<file path="src/design/nirc_pkg.sv">
// nirc_pkg: shared types, constants and window check of the nec ir command decoder
// no dependencies
`timescale 1ns / 1ps

package nirc_pkg;

    localparam int MAX_PAIRS_DEF = 48;
    localparam int TICK_W        = 16;
    localparam int CODE_W        = 32;
    localparam int CFG_IDX_W     = 3;
    localparam int CFG_DATA_W    = 32;
    localparam int NUM_BITS      = 32;
    localparam int REPEAT_COUNT  = 2;
    localparam int FRAME_COUNT   = 35;

    localparam logic [CODE_W-1:0] KEY_FORWARD_RST  = 32'h00ff_a05f;
    localparam logic [CODE_W-1:0] KEY_BACKWARD_RST = 32'h00ff_40bf;
    localparam logic [CODE_W-1:0] KEY_LEFT_RST     = 32'h00ff_50af;
    localparam logic [CODE_W-1:0] KEY_RIGHT_RST    = 32'h00ff_7887;
    localparam logic [CODE_W-1:0] KEY_STOP_RST     = 32'h00ff_02fd;

    typedef enum logic [CFG_IDX_W-1:0] {
        CFG_KEY_FORWARD  = 3'd0,
        CFG_KEY_BACKWARD = 3'd1,
        CFG_KEY_LEFT     = 3'd2,
        CFG_KEY_RIGHT    = 3'd3,
        CFG_KEY_STOP     = 3'd4
    } cfg_idx_t;

    typedef enum logic [2:0] {
        ST_PREAMBLE_ERR = 3'd0,
        ST_REPEAT       = 3'd1,
        ST_DECODED      = 3'd2,
        ST_BIT_ERR      = 3'd3,
        ST_WRONG_COUNT  = 3'd4
    } status_t;

    typedef enum logic [2:0] {
        HIT_NONE     = 3'd0,
        HIT_FORWARD  = 3'd1,
        HIT_BACKWARD = 3'd2,
        HIT_LEFT     = 3'd3,
        HIT_RIGHT    = 3'd4,
        HIT_STOP     = 3'd5
    } hit_t;

    typedef enum logic [1:0] {
        DIR_FWD  = 2'd0,
        DIR_BWD  = 2'd1,
        DIR_STOP = 2'd2
    } dir_t;

    typedef struct packed {
        logic              done;
        status_t           status;
        logic [CODE_W-1:0] code;
    } frame_end_t;

    typedef struct packed {
        status_t           status;
        logic [CODE_W-1:0] code;
        hit_t              hit;
        dir_t              left;
        dir_t              right;
    } result_t;

    // v within [floor(c*19/20), floor(c*21/20)] without a divider
    function automatic logic in_window(input logic [TICK_W-1:0] v,
                                       input logic [TICK_W-1:0] c);
        logic [21:0] v20;
        logic [21:0] c19;
        logic [21:0] c21;
        v20 = 22'(v) * 22'd20;
        c19 = 22'(c) * 22'd19;
        c21 = 22'(c) * 22'd21;
        return ((v20 + 22'd20) > c19) && (v20 <= c21);
    endfunction

endpackage

</file>
<file path="src/design/nirc_if.sv">
// nirc_pair_if and nirc_result_if: valid/ready channels of the decoder
// depends on nirc_pkg
`timescale 1ns / 1ps

interface nirc_pair_if;
    logic                        valid;
    logic                        ready;
    logic [nirc_pkg::TICK_W-1:0] mark_count;
    logic [nirc_pkg::TICK_W-1:0] space_count;
    logic                        last_pair;

    modport source (output valid, output mark_count, output space_count,
                    output last_pair, input ready);
    modport sink (input valid, input mark_count, input space_count,
                  input last_pair, output ready);
endinterface

interface nirc_result_if;
    logic                        valid;
    logic                        ready;
    logic [2:0]                  frame_status;
    logic [nirc_pkg::CODE_W-1:0] code_word;
    logic [2:0]                  key_hit;
    logic [1:0]                  left_state;
    logic [1:0]                  right_state;

    modport source (output valid, output frame_status, output code_word,
                    output key_hit, output left_state, output right_state,
                    input ready);
    modport sink (input valid, input frame_status, input code_word,
                  input key_hit, input left_state, input right_state,
                  output ready);
endinterface

</file>
<file path="src/design/nirc_frame_decoder.sv">
// nirc_frame_decoder: per-pair timing checks, code shifting and frame end detection
// depends on nirc_pkg
`timescale 1ns / 1ps

module nirc_frame_decoder #(
    parameter int MAX_PAIRS = nirc_pkg::MAX_PAIRS_DEF
) (
    input  logic                        clk,
    input  logic                        rst_n,
    input  logic                        fire,
    input  logic [nirc_pkg::TICK_W-1:0] mark_count,
    input  logic [nirc_pkg::TICK_W-1:0] space_count,
    input  logic                        last_pair,
    output nirc_pkg::frame_end_t        frame_end
);
    import nirc_pkg::*;

    localparam int IDX_W = $clog2(MAX_PAIRS);
    localparam int CNT_W = $clog2(MAX_PAIRS + 1);

    logic [IDX_W-1:0]  idx_reg;
    logic [TICK_W-1:0] unit_reg;
    logic [CODE_W-1:0] code_reg;
    logic              failed_reg;
    logic              pre_bad_reg;

    logic [TICK_W-1:0] unit_next;
    logic [CODE_W-1:0] code_next;
    logic              failed_next;
    logic              pre_bad_next;
    logic [TICK_W-1:0] pair_sum;
    logic [CNT_W-1:0]  count;
    logic              done;
    status_t           status;

    always_comb
    begin
        pair_sum     = mark_count + space_count;
        unit_next    = unit_reg;
        pre_bad_next = pre_bad_reg;
        code_next    = code_reg;
        failed_next  = failed_reg;
        if (idx_reg == '0)
        begin
            unit_next = mark_count;
            if (!in_window(space_count, {1'b0, mark_count[TICK_W-1:1]}))
            begin
                pre_bad_next = 1'b1;
            end
        end
        else if ((idx_reg <= IDX_W'(NUM_BITS)) && !failed_reg)
        begin
            code_next = {code_reg[CODE_W-2:0], 1'b0};
            if (in_window(pair_sum, {3'b0, unit_reg[TICK_W-1:3]}))
            begin
                code_next[0] = 1'b0;
            end
            else if (in_window(pair_sum, {2'b0, unit_reg[TICK_W-1:2]}))
            begin
                code_next[0] = 1'b1;
            end
            else
            begin
                failed_next = 1'b1;
            end
        end

        count = CNT_W'(idx_reg) + CNT_W'(1);
        done  = last_pair || (count >= CNT_W'(MAX_PAIRS));

        if (pre_bad_next)
        begin
            status = ST_PREAMBLE_ERR;
        end
        else if (count == CNT_W'(REPEAT_COUNT))
        begin
            status = ST_REPEAT;
        end
        else if (count == CNT_W'(FRAME_COUNT))
        begin
            status = failed_next ? ST_BIT_ERR : ST_DECODED;
        end
        else
        begin
            status = ST_WRONG_COUNT;
        end

        frame_end.done   = done;
        frame_end.status = status;
        frame_end.code   = (status == ST_DECODED || status == ST_BIT_ERR) ?
                           code_next : '0;
    end

    always_ff @(posedge clk or negedge rst_n)
    begin
        if (!rst_n)
        begin
            idx_reg     <= '0;
            unit_reg    <= '0;
            code_reg    <= '0;
            failed_reg  <= 1'b0;
            pre_bad_reg <= 1'b0;
        end
        else if (fire)
        begin
            if (done)
            begin
                idx_reg     <= '0;
                unit_reg    <= '0;
                code_reg    <= '0;
                failed_reg  <= 1'b0;
                pre_bad_reg <= 1'b0;
            end
            else
            begin
                idx_reg     <= IDX_W'(count);
                unit_reg    <= unit_next;
                code_reg    <= code_next;
                failed_reg  <= failed_next;
                pre_bad_reg <= pre_bad_next;
            end
        end
    end

endmodule

</file>
<file path="src/design/nirc_motor_ctrl.sv">
// nirc_motor_ctrl: key registers, key match and left/right direction state
// depends on nirc_pkg
`timescale 1ns / 1ps

module nirc_motor_ctrl (
    input  logic                            clk,
    input  logic                            rst_n,
    input  logic                            wr_en,
    input  logic [nirc_pkg::CFG_IDX_W-1:0]  wr_index,
    input  logic [nirc_pkg::CFG_DATA_W-1:0] wr_data,
    input  logic                            fire,
    input  nirc_pkg::frame_end_t            frame_end,
    output nirc_pkg::result_t               result
);
    import nirc_pkg::*;

    logic [CODE_W-1:0] key_fwd_reg;
    logic [CODE_W-1:0] key_bwd_reg;
    logic [CODE_W-1:0] key_left_reg;
    logic [CODE_W-1:0] key_right_reg;
    logic [CODE_W-1:0] key_stop_reg;
    dir_t              left_reg;
    dir_t              right_reg;
    dir_t              left_next;
    dir_t              right_next;
    hit_t              hit;
    logic              decoded;

    always_comb
    begin
        decoded    = (frame_end.status == ST_DECODED) ||
                     (frame_end.status == ST_BIT_ERR);
        left_next  = left_reg;
        right_next = right_reg;
        hit        = HIT_NONE;
        if (decoded)
        begin
            if (frame_end.code == key_fwd_reg)
            begin
                hit = HIT_FORWARD;
                if (left_reg == DIR_BWD && right_reg == DIR_BWD)
                begin
                    left_next  = DIR_STOP;
                    right_next = DIR_STOP;
                end
                else
                begin
                    left_next  = DIR_FWD;
                    right_next = DIR_FWD;
                end
            end
            else if (frame_end.code == key_bwd_reg)
            begin
                hit = HIT_BACKWARD;
                if (left_reg == DIR_FWD && right_reg == DIR_FWD)
                begin
                    left_next  = DIR_STOP;
                    right_next = DIR_STOP;
                end
                else
                begin
                    left_next  = DIR_BWD;
                    right_next = DIR_BWD;
                end
            end
            else if (frame_end.code == key_left_reg)
            begin
                hit        = HIT_LEFT;
                left_next  = DIR_BWD;
                right_next = DIR_FWD;
            end
            else if (frame_end.code == key_right_reg)
            begin
                hit        = HIT_RIGHT;
                left_next  = DIR_FWD;
                right_next = DIR_BWD;
            end
            else if (frame_end.code == key_stop_reg)
            begin
                hit        = HIT_STOP;
                left_next  = DIR_STOP;
                right_next = DIR_STOP;
            end
        end

        result.status = frame_end.status;
        result.code   = frame_end.code;
        result.hit    = hit;
        result.left   = left_next;
        result.right  = right_next;
    end

    always_ff @(posedge clk or negedge rst_n)
    begin
        if (!rst_n)
        begin
            key_fwd_reg   <= KEY_FORWARD_RST;
            key_bwd_reg   <= KEY_BACKWARD_RST;
            key_left_reg  <= KEY_LEFT_RST;
            key_right_reg <= KEY_RIGHT_RST;
            key_stop_reg  <= KEY_STOP_RST;
        end
        else if (wr_en)
        begin
            case (wr_index)
                CFG_KEY_FORWARD:  key_fwd_reg   <= wr_data;
                CFG_KEY_BACKWARD: key_bwd_reg   <= wr_data;
                CFG_KEY_LEFT:     key_left_reg  <= wr_data;
                CFG_KEY_RIGHT:    key_right_reg <= wr_data;
                CFG_KEY_STOP:     key_stop_reg  <= wr_data;
                default:          ;
            endcase
        end
    end

    always_ff @(posedge clk or negedge rst_n)
    begin
        if (!rst_n)
        begin
            left_reg  <= DIR_STOP;
            right_reg <= DIR_STOP;
        end
        else if (fire && frame_end.done)
        begin
            left_reg  <= left_next;
            right_reg <= right_next;
        end
    end

endmodule

</file>
<file path="src/design/nec_ir_remote_command_decoder.sv">
// nec_ir_remote_command_decoder: top level with input and result registers
// depends on nirc_pkg, nirc_if, nirc_frame_decoder, nirc_motor_ctrl
`timescale 1ns / 1ps

// Takes one measured mark/space pair per beat and gives one result beat when a
// frame ends (last_pair set, or MAX_PAIRS pairs seen). A pair is registered on
// entry and then processed by one pass of window compares, code shift and key
// match; a pair is taken every cycle unless the input stalls, and the result of
// a frame-ending pair goes into the result register. That register lets the next
// pair in while a result waits; the input stalls only when a frame-ending pair
// finds it still full. Key registers are written through wr_en/wr_index/wr_data;
// the user must do so only while no frame is in flight, the block does not check.
module nec_ir_remote_command_decoder #(
    parameter int MAX_PAIRS = nirc_pkg::MAX_PAIRS_DEF
) (
    input  logic                            clk,
    input  logic                            rst_n,
    nirc_pair_if.sink                       pair_in,
    nirc_result_if.source                   result_out,
    input  logic                            wr_en,
    input  logic [nirc_pkg::CFG_IDX_W-1:0]  wr_index,
    input  logic [nirc_pkg::CFG_DATA_W-1:0] wr_data
);
    import nirc_pkg::*;

    logic              in_valid_reg;
    logic [TICK_W-1:0] mark_reg;
    logic [TICK_W-1:0] space_reg;
    logic              last_reg;
    logic              out_valid_reg;
    logic              out_valid_next;
    result_t           out_reg;

    frame_end_t        frame_end;
    result_t           result;
    logic              fire;
    logic              load;

    nirc_frame_decoder #(
        .MAX_PAIRS (MAX_PAIRS)
    ) u_frame (
        .clk         (clk),
        .rst_n       (rst_n),
        .fire        (fire),
        .mark_count  (mark_reg),
        .space_count (space_reg),
        .last_pair   (last_reg),
        .frame_end   (frame_end)
    );

    nirc_motor_ctrl u_motor (
        .clk       (clk),
        .rst_n     (rst_n),
        .wr_en     (wr_en),
        .wr_index  (wr_index),
        .wr_data   (wr_data),
        .fire      (fire),
        .frame_end (frame_end),
        .result    (result)
    );

    always_comb
    begin
        fire = in_valid_reg &&
               (!frame_end.done || !out_valid_reg || result_out.ready);
        load = fire && frame_end.done;
        pair_in.ready = !in_valid_reg || fire;
        if (load)
        begin
            out_valid_next = 1'b1;
        end
        else if (result_out.ready)
        begin
            out_valid_next = 1'b0;
        end
        else
        begin
            out_valid_next = out_valid_reg;
        end
    end

    always_ff @(posedge clk or negedge rst_n)
    begin
        if (!rst_n)
        begin
            in_valid_reg  <= 1'b0;
            out_valid_reg <= 1'b0;
        end
        else
        begin
            if (pair_in.ready)
            begin
                in_valid_reg <= pair_in.valid;
            end
            out_valid_reg <= out_valid_next;
        end
    end

    // payload registers
    always_ff @(posedge clk)
    begin
        if (pair_in.ready && pair_in.valid)
        begin
            mark_reg  <= pair_in.mark_count;
            space_reg <= pair_in.space_count;
            last_reg  <= pair_in.last_pair;
        end
        if (load)
        begin
            out_reg <= result;
        end
    end

    assign result_out.valid        = out_valid_reg;
    assign result_out.frame_status = out_reg.status;
    assign result_out.code_word    = out_reg.code;
    assign result_out.key_hit      = out_reg.hit;
    assign result_out.left_state   = out_reg.left;
    assign result_out.right_state  = out_reg.right;

endmodule
</file>
<file path="src/flat_wrapper.sv">
// flat-port wrapper written by rule: the top's interface ports become plain ports
module nec_ir_remote_command_decoder_flat import nirc_pkg::*;
#(
    parameter int MAX_PAIRS = nirc_pkg::MAX_PAIRS_DEF
)
  (clk, rst_n, wr_en, wr_index, wr_data, pair_in_valid, pair_in_mark_count, pair_in_space_count, pair_in_last_pair, pair_in_ready, result_out_valid, result_out_frame_status, result_out_code_word, result_out_key_hit, result_out_left_state, result_out_right_state, result_out_ready);
  nirc_pair_if pair_in_i ();
  nirc_result_if result_out_i ();
  input  logic clk;
  input  logic rst_n;
  input  logic wr_en;
  input  logic [nirc_pkg::CFG_IDX_W-1:0] wr_index;
  input  logic [nirc_pkg::CFG_DATA_W-1:0] wr_data;
  input wire logic [$bits(pair_in_i.valid)-1:0] pair_in_valid;
  input wire logic [$bits(pair_in_i.mark_count)-1:0] pair_in_mark_count;
  input wire logic [$bits(pair_in_i.space_count)-1:0] pair_in_space_count;
  input wire logic [$bits(pair_in_i.last_pair)-1:0] pair_in_last_pair;
  output wire logic [$bits(pair_in_i.ready)-1:0] pair_in_ready;
  output wire logic [$bits(result_out_i.valid)-1:0] result_out_valid;
  output wire logic [$bits(result_out_i.frame_status)-1:0] result_out_frame_status;
  output wire logic [$bits(result_out_i.code_word)-1:0] result_out_code_word;
  output wire logic [$bits(result_out_i.key_hit)-1:0] result_out_key_hit;
  output wire logic [$bits(result_out_i.left_state)-1:0] result_out_left_state;
  output wire logic [$bits(result_out_i.right_state)-1:0] result_out_right_state;
  input wire logic [$bits(result_out_i.ready)-1:0] result_out_ready;
  assign pair_in_i.valid = pair_in_valid;
  assign pair_in_i.mark_count = pair_in_mark_count;
  assign pair_in_i.space_count = pair_in_space_count;
  assign pair_in_i.last_pair = pair_in_last_pair;
  assign pair_in_ready = pair_in_i.ready;
  assign result_out_valid = result_out_i.valid;
  assign result_out_frame_status = result_out_i.frame_status;
  assign result_out_code_word = result_out_i.code_word;
  assign result_out_key_hit = result_out_i.key_hit;
  assign result_out_left_state = result_out_i.left_state;
  assign result_out_right_state = result_out_i.right_state;
  assign result_out_i.ready = result_out_ready;
  nec_ir_remote_command_decoder #(.MAX_PAIRS(MAX_PAIRS)) u_core (.clk(clk), .rst_n(rst_n), .pair_in(pair_in_i), .result_out(result_out_i), .wr_en(wr_en), .wr_index(wr_index), .wr_data(wr_data));
endmodule
</file>
<file path="config.mk">
export PLATFORM = sky130hd
export DESIGN_NAME = nec_ir_remote_command_decoder_flat
export DESIGN_NICKNAME = d
export VERILOG_FILES = /design/src/design/nirc_pkg.sv /design/src/design/nirc_if.sv /design/src/design/nirc_frame_decoder.sv /design/src/design/nirc_motor_ctrl.sv /design/src/design/nec_ir_remote_command_decoder.sv /design/src/flat_wrapper.sv
export SDC_FILE = /design/constraint.sdc
export NUM_CORES = 1
export LEC_CHECK = 0
export BUFFER_PORTS_ARGS = -buffer_cell sky130_fd_sc_hd__buf_2
export CORE_MARGIN = 8
export CORE_UTILIZATION = 25
export CTS_CLUSTER_SIZE = 14
export DETAILED_ROUTE_END_ITERATION = 12
export HOLD_SLACK_MARGIN = 0.12
export SYNTH_ARGS = -nofsm -noshare
export SYNTH_HDL_FRONTEND = slang
export SYNTH_SLANG_ARGS = --single-unit
</file>
<file path="constraint.sdc">
create_clock -name clk -period 8.71 [get_ports clk]
set_input_delay 0.4355 -clock clk [delete_from_list [all_inputs] [get_ports clk]]
set_output_delay 0.4355 -clock clk [all_outputs]
set_load 0.03 [all_outputs]
</file>
==> results.cfg <==
[route]
drt-total-wl_um = 90700
drtIter0Drc = 2012
avgViaCountPerCell = 5.18
wl_per_cell_um = 20.1
ant_nets = 0
first_pass_iters = 5
drc = 0
vias = 23300

[global_routing]
grt_max_degree = 89
grt_pass1_vias = 22600
grt_util_all_layers = 0.144
grt_pass1_wl_um = 138000
grt_antenna_before_repair = 8
grt_overflow_total = 0

[critical_path]
max_stage_delay_ns = 0.46
cp-end-kind = flop
cp.required_ns = 9.00
critPathMaxFanout = 7
worstPathArrival_ns = 8.51
worstSetupPathType = flop to flop
start_kind = flop
worst_path_max_delay_cell = edfxtp_1

[cts]
path_clk_slew_ns = 0.07
worst_skew_pair.late_latency_ns = 0.58
clkSinkCount = 295
clock_path_buffers = 3
cts_tree = yes
root_buffer = clkbuf_16
numCtsBuffers = 36
h-tree-depth = 2

[final_layout]
final_nets = 3517
utilization = 0.288
drive_gt1_frac = 0.163
seq_area_mm2 = 0.00786
areaGrowthSynthToFinish_pct = 14.5
fillers = 11400
multi_input_area_mm2 = 0.0179
final_cells = 4504

[timing]
layout_worst_path_cycle_share = 0.944
clock.fmax_mhz = 122
worstMarginPinSlew_ns = 1.09
finClkSkew_ns = 0.0322
hold_viol = 0
setup_violations = 0
fin_crit_ns = 8.22
finalMaxSlewViolations = 0
grt_setup_unrepaired = no
slew_headroom = 0.271

[logic_synthesis]
yosysWarnings = 0
synth.distinct_cells = 106
synth_top_cell_by_area = ha_1
synth_seq_cells = 295
syn-cell-area_mm2 = 0.0273
synth_area_leaders = ha_1 16%, dfrtp_1 13%, edfxtp_1 8.3%
ys_async_sr_fraction = 0.746
post_synth.cell_area_avg_um2 = 9.28
syn-num-nets = 3399
synth_edf_count = 75
seq_area_frac_synth = 0.288
synth-main-ff-cell = dfrtp_1
yosysTopAreaCellShare = 0.157
postSynthCellCount = 2938

[job]
cap_violations = 0

[placement]
dp_cells = 4387
gp_congestion = 0.909
dp_hpwl_um = 68200
port_buffers = 116

[power]
sw_frac_of_total = 0.455
power_frac_comb = 0.591
p_leak_nw = 13.4
vdd_drop_max_uv = 155
p_switching_mw = 4.15
powerDensity_mw_per_mm2 = 292
seq_power_share = 0.220
p_int_mw = 4.96
power_mw = 9.11
clockPowerShare = 0.189

[die]
die_y_um = 346
coreArea_mm2 = 0.109
rows = 121
dieWidth_um = 346
start_util = 0.251
ios = 117
dieArea_mm2 = 0.120

[worst_hold_path]
hold_path.class = input port to flop

[run_status]
status = finished, final reports clean
-- through the flow --
step                TNS [ns]  hold WS, ns  setup slack [ns]  instance area [um2]
global route               0        0.142            0.0293                31200
finish                     0        0.145             0.489                31200
detailed placement    -0.118        0.503           -0.0613                29400
global placement           0        0.498            0.0150                29400
CTS                        0        0.125            0.0724                31100
floorplan                  0        0.140              1.14                27300
-- kinds of logic after synthesis --
group	synth area share
fa+ha+maj	0.190
simple gates	0.137
flops	0.288
compound gates	0.190
buf+inv	0.0586
xor+xnor	0.0703
mux	0.0655
-- placed cells by master (no fill, tap or decap), types with 26 or more instances in the layout --
| master | Yosys | final |
|---|---|---|
| a21o_1 | 77 | 77 |
| a21oi_1 | 175 | 172 |
| a31oi_1 | 37 | 37 |
| and2_1 | 29 | 28 |
| buf_2 | 23 | 115 |
| buf_4 | 6 | 40 |
| clkbuf_16 | 0 | 36 |
| dfrtp_1 | 138 | 138 |
| dfstp_2 | 82 | 82 |
| dlygate4sd3_1 | 0 | 35 |
| edfxtp_1 | 75 | 75 |
| fa_1 | 45 | 45 |
| ha_1 | 343 | 343 |
| inv_1 | 285 | 284 |
| mux2_2 | 142 | 142 |
| nand2_1 | 163 | 163 |
| nand3_1 | 81 | 80 |
| nand4_1 | 48 | 48 |
| nor2_1 | 110 | 108 |
| nor3_1 | 75 | 74 |
| nor4_1 | 26 | 26 |
| o21ai_0 | 177 | 177 |
| or3_1 | 31 | 31 |
| xnor2_1 | 125 | 124 |
| xor2_1 | 94 | 93 |
-- layer usage --
layer  vias to the layer above  GRT usage  wire length [um]
met1                     11300      0.192             39600
met5                         -          0                23
met2                       844      0.235             41200
met3                       186     0.0231              6230
li1                      11000          -                 -
met4                         4     0.0524              3610
-- area by class of cell --
cell class | instances | area share
antenna | 6 | 0.000481
clock buffer | 42 | 0.0299
timing repair buffer | 191 | 0.0398
multi-input combinational | 2245 | 0.574
clock inverter | 24 | 0.0129
inverter | 287 | 0.0346
sequential | 295 | 0.252
tap | 1414 | 0.0567
-- power groups by stage --
stage          sequential [mW]  clock (mW)  combinational (mW)
2_1_floorplan             1.92           0                3.89
3_3_place_gp              2.01           0                5.10
3_5_place_dp              2.02           0                5.19
4_1_cts                   2.00        1.77                5.24
5_1_grt                   2.03        1.82                5.99
6_report                  2.00        1.72                5.38
-- critical path, delay by kind of cell, from the launching register on --
family	cells	cell delay, ns
buf+inv	2	0.32
flops	1	0.46
mux	1	0.27
simple gates	4	0.76
compound gates	20	4.20
fa+ha+maj	5	1.72
xor+xnor	1	0.22
-- path summary, 6_finish.rpt --
kind / slack [ns] / cells after the start / start / endpoint
min in group asynchronous: 0.46 / 2 / rst_n / u_core.u_motor.key_bwd_reg[8]
worst max-delay path: 0.49 / 33 / u_core.space_reg[0] / u_core.result_out.left_state[1]
worst min register to register: 0.50 / 2 / u_core.u_motor.left_reg[1] / u_core.u_motor.left_reg[1]
worst max register to register: 0.49 / 33 / u_core.space_reg[0] / u_core.result_out.left_state[1]
worst min-delay path: 0.14 / 3 / wr_data[12] / u_core.u_motor.key_left_reg[12]
max in group asynchronous: 6.72 / 3 / rst_n / u_core.u_frame.idx_reg[1]
-- Yosys cell counts (17+ instances only) --
cell and count:
nor2b_1 22, a211oi_1 21, inv_1 285, dfrtp_1 138
o21a_1 21, xor2_1 94, dfstp_2 82, o21bai_1 19
ha_1 343, mux2_2 142, o21ai_0 177, nand3_1 81
xnor2_1 125, edfxtp_1 75, nor4_1 26, a22o_1 17
o211ai_1 20, nand2b_1 25, fa_1 45, o21ai_1 19
nor3_1 75, buf_2 23, a21oi_1 175, nand2_1 163
and3_1 22, nor2_1 110, or3_1 31, and2_1 29
o31ai_1 25, nand4_1 48, clkbuf_1 65, a21o_1 77
a31oi_1 37
-- timing repair --
| item | 4_1_cts | 5_1_grt |
|---|---|---|
| setup buffers | 0 | 10 |
| pin swaps | 0 | 4 |
| setup endpoints to repair | 2 | 12 |
| hold buffers | 35 | 0 |
| hold endpoints to repair | 87 | 0 |
| resized for setup | 1 | 6 |
| cloned | 0 | 0 |
Power figures use the tool's default switching activity.
